--- src/fcba_ram.sv ---
// Generic simple dual-port RAM: one write port, one read port, registered read.
// No dependencies.
`default_nettype none

module fcba_ram #(
  parameter int WIDTH = 8,
  parameter int DEPTH = 16,
  parameter int AW    = $clog2(DEPTH)
) (
  input  wire logic             clk,
  input  wire logic             we,
  input  wire logic [AW-1:0]    waddr,
  input  wire logic [WIDTH-1:0] wdata,
  input  wire logic             re,
  input  wire logic [AW-1:0]    raddr,
  output logic      [WIDTH-1:0] rdata
);

  logic [WIDTH-1:0] mem [DEPTH];

  always_ff @(posedge clk) begin
    if (we) begin
      mem[waddr] <= wdata;
    end
    if (re) begin
      rdata <= mem[raddr];
    end
  end

endmodule

`default_nettype wire

--- config.mk ---
export PLATFORM = sky130hd
export DESIGN_NAME = fcba_ram
export DESIGN_NICKNAME = d
export VERILOG_FILES = /design/src/fcba_ram.sv
export SDC_FILE = /design/constraint.sdc
export NUM_CORES = 1
export LEC_CHECK = 0
export ABC_AREA = 0
export BUFFER_PORTS_ARGS = -buffer_cell sky130_fd_sc_hd__buf_2
export CAP_MARGIN = 10
export CORE_MARGIN = 5
export CORE_UTILIZATION = 50
export CTS_BUF_LIST = sky130_fd_sc_hd__clkbuf_16
export DETAILED_ROUTE_END_ITERATION = 8
export PLACE_DENSITY = 0.67
export SLEW_MARGIN = 20
export SYNTH_ARGS = -nofsm -noshare
export SYNTH_HDL_FRONTEND = slang
export SYNTH_SLANG_ARGS = --single-unit
--- constraint.sdc ---
create_clock -name clk -period 1.95 [get_ports clk]
set_clock_uncertainty 0.2 [all_clocks]
set_input_delay 0.0975 -clock clk [delete_from_list [all_inputs] [get_ports clk]]
set_output_delay 0.0975 -clock clk [all_outputs]
set_load 0.02 [all_outputs]
==> flow_summary.ini <==
[synth]
ys_seq_area_frac = 0.781
synth_area_leaders = edfxtp_1 (78%), mux4_2 (7.8%), mux4_1 (7.0%)
syn_area_sq_um = 5230
synth_seq_cells = 136
yosysTopAreaCell = edfxtp_1
netlist_instances = 229
synth_top_area_share = 0.781
yosysUniqueCellTypes = 18
avgSynthCellArea_sq_um = 22.8
yosysWarnings = 0
mappedNetlistNets = 248

[final_layout]
area_growth_pct = 22.2
layout_commonest_cell = edfxtp_1
drive_gt1_frac = 0.316
post_layout_nonfiller_instances = 449
layout_common_cells = edfxtp_1 (136), buf_2 (26), buf_4 (24)
n_antenna_cell = 0
fill_cells = 740
nets = 319

[job]
drv_cap = 0

[die]
initial_core_util = 0.509
num_rows = 37
die_h_um = 112
coreArea_sq_um = 10300
fp.dieW_um = 112
die_area_sq_um = 12600
ios = 27

[sta]
setup_tns_ns = 0
fin_crit_sh = 0.902
slew_headroom = 0.702
layout_min_cycle_time_ns = 1.76
setup_viol = 0
hold_violations = 0
drv_slew = 0
tightest_slew_ns = 0.447
fmax_mhz = 568
rsz0062_at_grt = no

[clocking]
cts_max_path_buffers = 2
root_buffer = clkbuf_16
cts_tree = done
cts_sinks = 136
clkTransAtPathRegs_ns = 0.05
cts_max_level = 4
cts_buffers = 17
clkLatencyLatePin_ns = 0.42

[power_and_ir_drop]
peakVddDrop_mv = 0.607
leakagePower_nw = 2.20
p_total_mw = 7.02
powerDensity_nw_per_um2 = 1100

[global_route]
antenna_found_initial = 0
grt_pass1_vias = 2544
grtUsageTotal = 0.173
grt_pass1_wl_um = 15400
grt_max_degree = 21
grt_overflow = 0

[critical_path]
crit_chain = dlygate4sd3_1 > buf_2 > or3b_2 > nor2_1 > buf_4
cp_slowest_stage_delay_ns = 0.53
crit_family = buffers and inverters
startpoint_type = input port
cp_data_arrival_time_ns = 1.68
cp_max_fo = 7
required_ns = 1.87
cp_slowest_cell = dlygate4sd3_1
critPathKind = in2reg
cp_num_buf_inv = 3
worst_setup_path_end_kind = flop

[placement]
gp_congestion = 0.746
dp.cells = 406
hpwl_um = 6430
io_buffer_count = 26

[routing]
dr.pass1.iters = 4
avgViaCountPerCell = 5.63
dr.first_iter.drc_count = 168
drt_wl_total_um = 10200
wl_per_cell_um = 22.7
antenna_left = 0
drc_errors = 0
vias = 2529

[run_status]
outcome = finished clean

[hold_path]
min-delay-path-class = in2reg
[final timing paths]
| check | from | end | slack (ns) | cells past startpoint |
|---|---|---|---|---|
| max | waddr[2] | mem[3][1]$_DFFE_PP_ | 0.19 | 5 |
| min reg2reg | mem[14][4]$_DFFE_PP_ | rdata[4]$_DFFE_PP_ | 0.55 | 3 |
| max reg2reg | mem[3][7]$_DFFE_PP_ | rdata[7]$_DFFE_PP_ | 0.21 | 3 |
| min | waddr[1] | mem[3][7]$_DFFE_PP_ | 0.03 | 3 |
[worst register-to-register path, stage by stage, from the launching register on]
cell      delay, ns
edfxtp_1       0.37
mux4_2         0.48
a22oi_1        0.35
nand2_1        0.09
[area by class of cell]
class / count / area, sq um / share of cell area
Clock inverter: 15 / 209 / 0.0327
Tap cell: 136 / 170 / 0.0266
Clock buffer: 17 / 425 / 0.0666
Multi-Input combinational cell: 83 / 1060 / 0.166
Sequential cell: 136 / 4080 / 0.639
Timing Repair Buffer: 62 / 440 / 0.0690
[through the flow]
stage	worst slack (ns)	util	hold WS, ns	instance area (sq um)
global route	0.139	0.621	0.0467	6390
floorplan	0.160	-	-0.00363	5230
finish	0.191	0.621	0.0252	6390
global placement	0.0673	0.549	0.276	5640
CTS	0.203	0.621	0.00219	6390
detailed placement	0.0638	0.549	0.268	5640
[routing by layer]
layer | part of all wire | routed length (um) | GRT usage
met5 | 0 | 0 | 0
met4 | 0.014 | 144 | 0.0681
met3 | 0.071 | 725 | 0.0496
met2 | 0.49 | 5050 | 0.269
met1 | 0.42 | 4290 | 0.234
[timing repair]
item,in CTS,in global routing
hold endpoints to repair,138,0
setup buffers,0,0
gates resized for setup,0,0
hold buffers,11,0
[cell families after synthesis]
kind of cell	count (synthesis)	share of synthesized area
AOI/OAI and AO/OA	16	0.0230
buffers and inverters	10	0.0165
DFF	136	0.781
muxes	32	0.148
and+or+nand+nor	35	0.0314
[sequential cells by signal, indices dropped and copies added (netlist names)]
name   cells
mem      128
rdata      8
[cells in the mapped netlist]
cell             number
nand2_1               9
or3b_2                1
nand2b_1              2
nand3_1               1
nand3b_1              2
a22oi_1              16
buf_6                 3
clkdlybuf4s25_2       3
nor3_1                4
edfxtp_1            136
mux4_2               18
buf_4                 1
buf_2                 3
and2_1                1
nor2b_1               1
and2b_1               1
nor2_1               13
mux4_1               14
[power breakdown]
group | internal [mW] | switching [mW] | leakage [nW]
Clock | 2.25 | 1.13 | 0.309
Combinational | 0.147 | 0.191 | 0.655
Sequential | 3.30 | 0.0152 | 1.24
Total | 5.69 | 1.34 | 2.20
(Power assumes the default switching activity.)
